`config.mk`:
```
export PLATFORM = sky130hd
export DESIGN_NAME = ppc_isqrt
export DESIGN_NICKNAME = d
export VERILOG_FILES = /design/src/hdl/ppc_pkg.sv /design/src/hdl/ppc_isqrt.sv
export SDC_FILE = /design/constraint.sdc
export NUM_CORES = 1
export LEC_CHECK = 0
export ABC_AREA = 1
export BUFFER_PORTS_ARGS = -buffer_cell sky130_fd_sc_hd__buf_2
export CORE_MARGIN = 2
export CORE_UTILIZATION = 38
export CTS_CLUSTER_SIZE = 8
export DETAILED_ROUTE_END_ITERATION = 12
export RECOVER_POWER = 100
export SETUP_SLACK_MARGIN = 0.3
export SYNTH_ARGS = -nofsm -noshare
export SYNTH_HDL_FRONTEND = slang
export SYNTH_SLANG_ARGS = --single-unit
```
`constraint.sdc`:
```
create_clock -name i_clk -period 6.3 [get_ports i_clk]
set_input_delay 1.575 -clock i_clk [delete_from_list [all_inputs] [get_ports i_clk]]
set_output_delay 1.575 -clock i_clk [all_outputs]
set_load 0.05 [all_outputs]
```
`src/hdl/ppc_pkg.sv`:
```
// ----------------------------------------------------------------------------
// ppc_pkg
// Shared types, constants and constant tables of the plasma pixel colour core.
// ----------------------------------------------------------------------------
package ppc_pkg;

    typedef longint unsigned t_u64;
    typedef longint          t_s64;

    // Field and table geometry
    localparam int COORD_BITS      = 10;
    localparam int SINE_TABLE_BITS = 10;
    localparam int FRAME_BITS      = 16;
    localparam int TURN_BITS       = 16;
    localparam int QUARTER_LEN     = 1 << SINE_TABLE_BITS;
    localparam int TAB_AW          = SINE_TABLE_BITS + 1;

    // Integer square root geometry: x*x + y*y needs 2*COORD_BITS+1 bits
    localparam int RAD_BITS  = 2 * COORD_BITS + 1;
    localparam int ROOT_BITS = COORD_BITS + 1;
    localparam int SQ_STAGES = (ROOT_BITS + 1) / 2;

    // Phase coefficients, 32-bit turns per unit
    localparam logic [31:0] K_X      = 32'd41013917;
    localparam logic [31:0] K_Y      = 32'd47849569;
    localparam logic [31:0] K_XY     = 32'd27342611;
    localparam logic [31:0] K_R      = 32'd34178264;
    localparam logic [31:0] K_T1     = 32'd34178264;
    localparam logic [31:0] K_T13    = 32'd44431743;
    localparam logic [31:0] K_T07    = 32'd23924785;
    localparam logic [31:0] OFF_2RAD = 32'd1367130551;
    localparam logic [31:0] OFF_4RAD = 32'd2734261102;

    // Sum of four Q1.15 sines, and the bias that moves it to [0, 2^18)
    localparam int          SUM_BITS = 18;
    localparam logic [17:0] SUM_BIAS = 18'd131072;
    localparam int          VP_SHIFT = 13;

    // Request payloads
    typedef struct packed {
        logic [COORD_BITS-1:0] x_coord;
        logic [COORD_BITS-1:0] y_coord;
        logic [FRAME_BITS-1:0] frame_index;
    } t_pix_in;

    typedef struct packed {
        logic [7:0] red;
        logic [7:0] green;
        logic [7:0] blue;
    } t_pix_out;

    // Travels alongside the square root pipeline
    typedef struct packed {
        logic [TURN_BITS-1:0] turn_x;
        logic [TURN_BITS-1:0] turn_y;
        logic [TURN_BITS-1:0] turn_xy;
        logic [31:0]          ft1;
    } t_side;

    // Quarter-wave sine table, Q1.15 magnitudes
    typedef logic [15:0] t_qtab [0:QUARTER_LEN];

    localparam t_u64 HALF_PI_Q30 = 64'd1686629713;
    localparam t_u64 SER_DEN [1:6] = '{64'd6, 64'd20, 64'd42, 64'd72, 64'd110, 64'd156};

    // Taylor series of sin in Q30, six terms past the first
    function automatic logic [15:0] sine_entry(input int unsigned i);
        t_u64 a;
        t_u64 a2;
        t_u64 term;
        t_u64 val;
        t_s64 sum;
        a    = (t_u64'(i) * HALF_PI_Q30) >> SINE_TABLE_BITS;
        a2   = (a * a) >> 30;
        term = a;
        sum  = t_s64'(a);
        for (int k = 1; k <= 6; k++) begin
            term = ((term * a2) >> 30) / SER_DEN[k];
            if ((k % 2) == 1) sum = sum - t_s64'(term);
            else              sum = sum + t_s64'(term);
        end
        if (sum < 0) sum = 0;
        val = (t_u64'(sum) * 64'd32767 + (64'd1 << 29)) >> 30;
        if (val > 64'd32767) val = 64'd32767;
        return val[15:0];
    endfunction

    function automatic t_qtab build_sine_tab();
        t_qtab tab;
        for (int i = 0; i <= QUARTER_LEN; i++) begin
            tab[i] = sine_entry(i);
        end
        return tab;
    endfunction

    localparam t_qtab SINE_TAB = build_sine_tab();

    // Colour bytes per table entry: {byte for negative sine, byte for positive}
    function automatic t_qtab build_chan_tab();
        t_qtab tab;
        int    m;
        int    pos;
        int    neg;
        for (int i = 0; i <= QUARTER_LEN; i++) begin
            m      = int'(SINE_TAB[i]);
            pos    = (127 * m + 128 * 32767) / 32767;
            neg    = (128 * 32767 - 127 * m) / 32767;
            tab[i] = {neg[7:0], pos[7:0]};
        end
        return tab;
    endfunction

    localparam t_qtab CHAN_TAB = build_chan_tab();

    // Table address of a 16-bit turn: mirrored in the odd quadrants
    function automatic logic [TAB_AW-1:0] tab_addr(input logic [TURN_BITS-1:0] turn);
        logic [TAB_AW-1:0] idx;
        idx = {1'b0, turn[13 -: SINE_TABLE_BITS]};
        if (turn[14]) return TAB_AW'(QUARTER_LEN) - idx;
        else          return idx;
    endfunction

endpackage

```
`src/hdl/ppc_isqrt.sv`:
```
// ----------------------------------------------------------------------------
// ppc_isqrt
// Pipelined floor square root, two result bits per stage, with sideband.
// ----------------------------------------------------------------------------
module ppc_isqrt
    import ppc_pkg::*;
(
    input  logic                 i_clk,
    input  logic                 i_rst_n,
    input  logic                 i_en,
    input  logic                 i_valid,
    input  logic [RAD_BITS-1:0]  i_radicand,
    input  t_side                i_side,
    output logic                 o_valid,
    output logic [ROOT_BITS-1:0] o_root,
    output t_side                o_side
);

    localparam int WB = RAD_BITS + 1;

    typedef struct packed {
        logic [WB-1:0] rem;
        logic [WB-1:0] root;
    } t_sq;

    t_sq   r_st   [SQ_STAGES];
    t_sq   n_st   [SQ_STAGES];
    t_side r_side [SQ_STAGES];
    logic  r_v    [SQ_STAGES];

    // One compare-and-subtract step; steps past the last root bit pass through
    function automatic t_sq sqrt_step(input t_sq s, input int j);
        t_sq           o;
        logic [WB-1:0] bit_w;
        logic [WB-1:0] trial;
        o = s;
        if (j < ROOT_BITS) begin
            bit_w = WB'(1) << (2 * (ROOT_BITS - 1 - j));
            trial = s.root + bit_w;
            if (s.rem >= trial) begin
                o.rem  = s.rem - trial;
                o.root = (s.root >> 1) + bit_w;
            end else begin
                o.root = s.root >> 1;
            end
        end
        return o;
    endfunction

    // Next value of every stage
    always_comb begin
        t_sq init;
        init.rem  = WB'(i_radicand);
        init.root = '0;
        n_st[0]   = sqrt_step(sqrt_step(init, 0), 1);
        for (int g = 1; g < SQ_STAGES; g++) begin
            n_st[g] = sqrt_step(sqrt_step(r_st[g-1], 2 * g), 2 * g + 1);
        end
    end

    // Stage registers
    always_ff @(posedge i_clk) begin
        if (i_en) begin
            r_st[0]   <= n_st[0];
            r_side[0] <= i_side;
            for (int g = 1; g < SQ_STAGES; g++) begin
                r_st[g]   <= n_st[g];
                r_side[g] <= r_side[g-1];
            end
        end
    end

    // Valid bits
    always_ff @(posedge i_clk) begin
        if (!i_rst_n) begin
            for (int g = 0; g < SQ_STAGES; g++) r_v[g] <= 1'b0;
        end else if (i_en) begin
            r_v[0] <= i_valid;
            for (int g = 1; g < SQ_STAGES; g++) r_v[g] <= r_v[g-1];
        end
    end

    assign o_valid = r_v[SQ_STAGES-1];
    assign o_root  = r_st[SQ_STAGES-1].root[ROOT_BITS-1:0];
    assign o_side  = r_side[SQ_STAGES-1];

endmodule

```
## Word level (Yosys, flattened, before mapping)

Memories as Yosys holds them, arrays and structs flattened.
Cells that the tools add are included.

- Memories: 3
- RAM bits: 750
- Bits in registers: 0

- Order comparisons: 11
- Bitwise logic cells: 6
- Add/sub/neg operators: 31
- Mux-type cells: 33

Memories:

| memory | words | bits a word | read ports | clocked after Yosys merged registers in | write ports | line | RTL |
|---|---|---|---|---|---|---|---|
| r_side | 6 | 80 | 6 | 0 | 6 | ppc_isqrt.sv:28 | `t_side r_side [SQ_STAGES];` |
| r_st | 6 | 44 | 6 | 0 | 6 | ppc_isqrt.sv:26 | `t_sq r_st [SQ_STAGES];` |
| r_v | 6 | 1 | 6 | 0 | 6 | ppc_isqrt.sv:29 | `logic r_v [SQ_STAGES];` |

Operator list:

| cell | count |
|---|---|
| $mux 22 | 20 |
| $ge 22x22->1 | 10 |
| $sub 22x22->22 | 10 |
| $mux 21 | 2 |
| $add 21x1->22 const B | 1 |
| $add 21x11->22 const B | 1 |
| $add 21x13->22 const B | 1 |
| $add 21x15->22 const B | 1 |
| $add 21x17->22 const B | 1 |
| $add 21x3->22 const B | 1 |
| $add 21x5->22 const B | 1 |
| $add 21x7->22 const B | 1 |
| $add 21x9->22 const B | 1 |
| $add 22x1->22 const B | 1 |
| $add 22x11->22 const B | 1 |
| $add 22x13->22 const B | 1 |
| $add 22x15->22 const B | 1 |
| $add 22x17->22 const B | 1 |
| $add 22x19->22 const B | 1 |
| $add 22x3->22 const B | 1 |
| $add 22x5->22 const B | 1 |
| $add 22x7->22 const B | 1 |
| $add 22x9->22 const B | 1 |
| $sub 21x21->22 const B | 1 |
| 4 further kinds | 19 |

## Longest topological paths before layout

An unclocked memory read counts as a cell.

- Word-level depth: 7
- Gate-level depth with buffers: 26
- Mapped depth without buffers: 24

## Worst setup path before layout

OpenSTA, ideal clock, no wires.

- Path type: register -> register
- Start: memory r_st[2][15] in the netlist's numbering
- End: memory r_st[3][35] in the netlist's numbering, data pin
- Arrival time: 3.287 ns
- Stages on the path, launching flop included: 21
- Library setup time: 0.252 ns
- Clock period less this slack: 3.539 ns
- Slack: 2.761 ns
- Required time: 6.048 ns
- Cells stage by stage: edfxtp_1 -> inv_1 -> ha_1 -> inv_1 -> o21ai_0 -> nor3_1 -> nand3_2 -> buf_6 -> inv_1 -> clkbuf_1 -> o21ai_0 -> ha_1 -> a21oi_1 -> inv_1 -> a21oi_1 -> inv_1 -> a21oi_4 -> nand3b_4 -> buf_4 -> nand2_1 -> nand2_1

RTL lines:

| item | line |
|---|---|
| from (decl) | ppc_isqrt.sv:26 |

==> summary.txt <==
STATUS
--------------------------------------------------------------------------------------
Status                                                                    finished with violations
Violations in the final reports                                           max-capacitance violations, max-slew violations

STA
--------------------------------------------------------------------------------------
Setup TNS Final                                                                   0 ns
Headroom to the max-slew limit                                                   -1.15
Maximum operating frequency                                                    201 MHz
Slew of the pin with the lowest slew margin                                    3.23 ns
Setup repair after global routing missed its margin                                 no
Fin. max-slew vios                                                                 130
Number of hold violations in the final report                                        0
Setup violators final                                                                0
Final worst path period share                                                    0.789
Post-route minimum period                                                      4.97 ns
Setup skew after layout                                                      0.0470 ns

FINAL LAYOUT
--------------------------------------------------------------------------------------
Layout cells sized above 1                                                       0.114
Most used cells in the layout excluding fill and tap cells                edfxtp_1, nand2_1, inv_1, nor2_1, clkbuf_1
Leading cell type in the layout, fill and taps excluded                       edfxtp_1
Area overhead of the layout relative to synthesis                                17.0%
Core occupancy in the finished layout                                            0.448
Number of nets at the end of the flow                                             2273
Number of fill cells                                                              5929

SYNTH
--------------------------------------------------------------------------------------
Post-synthesis sequential element count                                            637
Number of synthesized flops with an enable pin                                     637
Top-area cell type share of the netlist area                                     0.759
Proportion of synthesized flip-flops having asynchronous set or reset                0
Dominant cell type by area after synthesis                                    edfxtp_1
Post-synthesis cell area                                                  0.0252 sq mm
Post-synthesis average cell area                                            13.9 sq um
Count of mapped cells out of synthesis                                            1809
Net count of the mapped netlist                                                   1991
Top flip-flop cell by instance count after synthesis                          edfxtp_1
Warnings, synthesis                                                                  0
Proportion of synthesized chip area in sequential cells                          0.759
Number of different library cells in the post-synthesis netlist                     42
Ranking of synthesized cells by area                                      edfxtp_1, nand2_1, ha_1

ROUTING
--------------------------------------------------------------------------------------
WL per Instance                                                                16.5 um
ANT nets after route                                                                 0
DRC violation count after routing                                                    0
Total iterations of the first detailed-routing run                                   5
Via/cell ratio                                                                    4.76
Number of vias after detailed routing                                            14100
Drt initial violations                                                             883
Wire length after detailed routing                                            48800 um

DIE
--------------------------------------------------------------------------------------
Number of primary I/O pins                                                         197
X dimension of the die                                                          261 um
Height of the die                                                               261 um
Floorplan Core Area                                                       0.0657 sq mm
Initial standard-cell utilization of the core                                    0.383
DIE AREA                                                                  0.0684 sq mm
Floorplan row count                                                                 94

CRITICAL PATH
--------------------------------------------------------------------------------------
Maximum fanout count along the critical path                                       132
Most numerous cell on the critical path                                       clkbuf_2
Family with the most delay on the worst path                              buffers and inverters
Buffers & Inverters on Critical Path                                                 2
Library cell contributing the largest single delay on the critical path       clkbuf_2
Required time of the worst setup path                                          6.51 ns
Biggest cell delay along the critical path                                     2.22 ns
Cell-by-cell listing of the critical path                                 clkbuf_2 > clkbuf_2
Category of the worst setup path capture point                                register
Startpoint Class                                                          primary input
Worst endpoint data arrival time                                               5.18 ns
Crit Path Class                                                                 in2reg

GRT
--------------------------------------------------------------------------------------
Via count of the first global-routing pass                                       14100
Wire length of the first global-routing pass                                  75600 um
Total GRT Usage                                                                  0.143
Leftover overflow at the end of global routing                                       0
Antenna violations before repair                                                    13
Pin count of the biggest net entering global routing                               133

POWER AND IR DROP
--------------------------------------------------------------------------------------
Worst IR Drop VDD                                                             0.242 mV
P per Cell Area                                                            412 mW/mm^2
Leak Pwr                                                                       11.4 nW
Total power after layout                                                       12.1 mW

CLOCK NETWORK
--------------------------------------------------------------------------------------
Library cell used as clock root buffer                                       clkbuf_16
Source-to-sink clock delay at the later pin of the worst-skew pair             0.64 ns
Sinks on Clock Net                                                                 637
Post-cts sizing count                                                                0
# hold bufs at CTS                                                                   0
TritonCTS clock tree                                                             built
Setup Buffers After CTS                                                              0
Clock tree buffer depth                                                              3
Total CTS buffers                                                                   89
Max H-tree Level                                                                     3
CTS clk-pin slew, worst paths                                                  0.05 ns

PLACED DESIGN
--------------------------------------------------------------------------------------
Last weighted congestion value of the routability-driven placer                  0.866
Number of port buffers                                                             196
Dpl hpwl                                                                      34200 um

FLOW RUN
--------------------------------------------------------------------------------------
Reported max-cap violation count                                                     1

HOLD PATH
--------------------------------------------------------------------------------------
Worst hold path class                                                          reg2reg

==> metrics by stage <==
| step | cells | hold WS (ns) | area [sq um] | setup WS (ns) |
|---|---|---|---|---|
| after floorplan | 1809 | 0.400 | 25200 | 2.76 |
| after global placement | 2864 | 0.400 | 27300 | 2.04 |
| after detailed placement | 2864 | 0.405 | 27300 | 1.98 |
| after CTS | 2962 | 0.367 | 29700 | 1.96 |
| after global routing | 2962 | 0.376 | 29500 | 0.871 |
| final | 2963 | 0.373 | 29500 | 1.33 |
==> cells in the mapped netlist, types with 6 or more instances <==
| cell | n |
|---|---|
| or2_2 | 6 |
| xnor2_1 | 15 |
| nor3_1 | 20 |
| inv_1 | 190 |
| nand4_1 | 32 |
| nand2_2 | 12 |
| nor2_2 | 6 |
| nand2_1 | 379 |
| nor4_1 | 9 |
| inv_2 | 10 |
| nor2_1 | 120 |
| nand3_2 | 11 |
| o21bai_1 | 6 |
| xor2_1 | 26 |
| o21ai_1 | 7 |
| nand3_1 | 96 |
| ha_1 | 77 |
| o21ai_0 | 50 |
| a21oi_1 | 54 |
| edfxtp_1 | 637 |
==> metal layers <==
metal  global-route usage  wire length, um
met1                0.178            20900
met2                0.229            22700
met5                    0              133
met4               0.0568             1370
met3               0.0490             3690
==> power breakdown <==
group | switching [mW] | total, mW | internal, mW
Sequential | 0.184 | 5.39 | 5.21
Clock | 1.69 | 4.20 | 2.51
Combinational | 1.76 | 2.55 | 0.789
Total | 3.64 | 12.1 | 8.51
==> final timing paths <==
path / startpoint / to / slack, ns / cells after the start
worst max-delay path: i_en / r_st[3][41] / 1.33 / 2
worst min-delay path: r_side[2][25] / r_side[3][25] / 0.37 / 0
worst max register to register: r_st[1][17] / r_st[2][37] / 1.42 / 15
worst min register to register: r_side[2][25] / r_side[3][25] / 0.37 / 0
==> cells by family after synthesis <==
| family | count (synthesis) | synth area share |
|---|---|---|
| and+or+nand+nor | 710 | 0.125 |
| buffers and inverters | 213 | 0.0338 |
| AOI/OAI and AO/OA | 131 | 0.0289 |
| adders and majority gates | 77 | 0.0382 |
| xor gates and xnor gates | 41 | 0.0143 |
| DFF | 637 | 0.759 |
==> flip-flops by register name, summed over array words and instances, names as in the netlist <==
| signal | count |
|---|---|
| r_side | 480 |
| r_v | 6 |
| r_st | 151 |
==> area by class of cell <==
cell class	instances	area [sq um]	share of cell area
repair buffers	204	931	0.0316
clock buffers	90	2230	0.0757
inverters	200	751	0.0255
well taps	864	1080	0.0367
clock inverters	8	194	0.00658
diodes	1	2.50	0.0000849
flip-flops and latches	637	19100	0.649
multi-input cells	959	5150	0.175
Note: power is estimated with default switching activity, not from simulation.
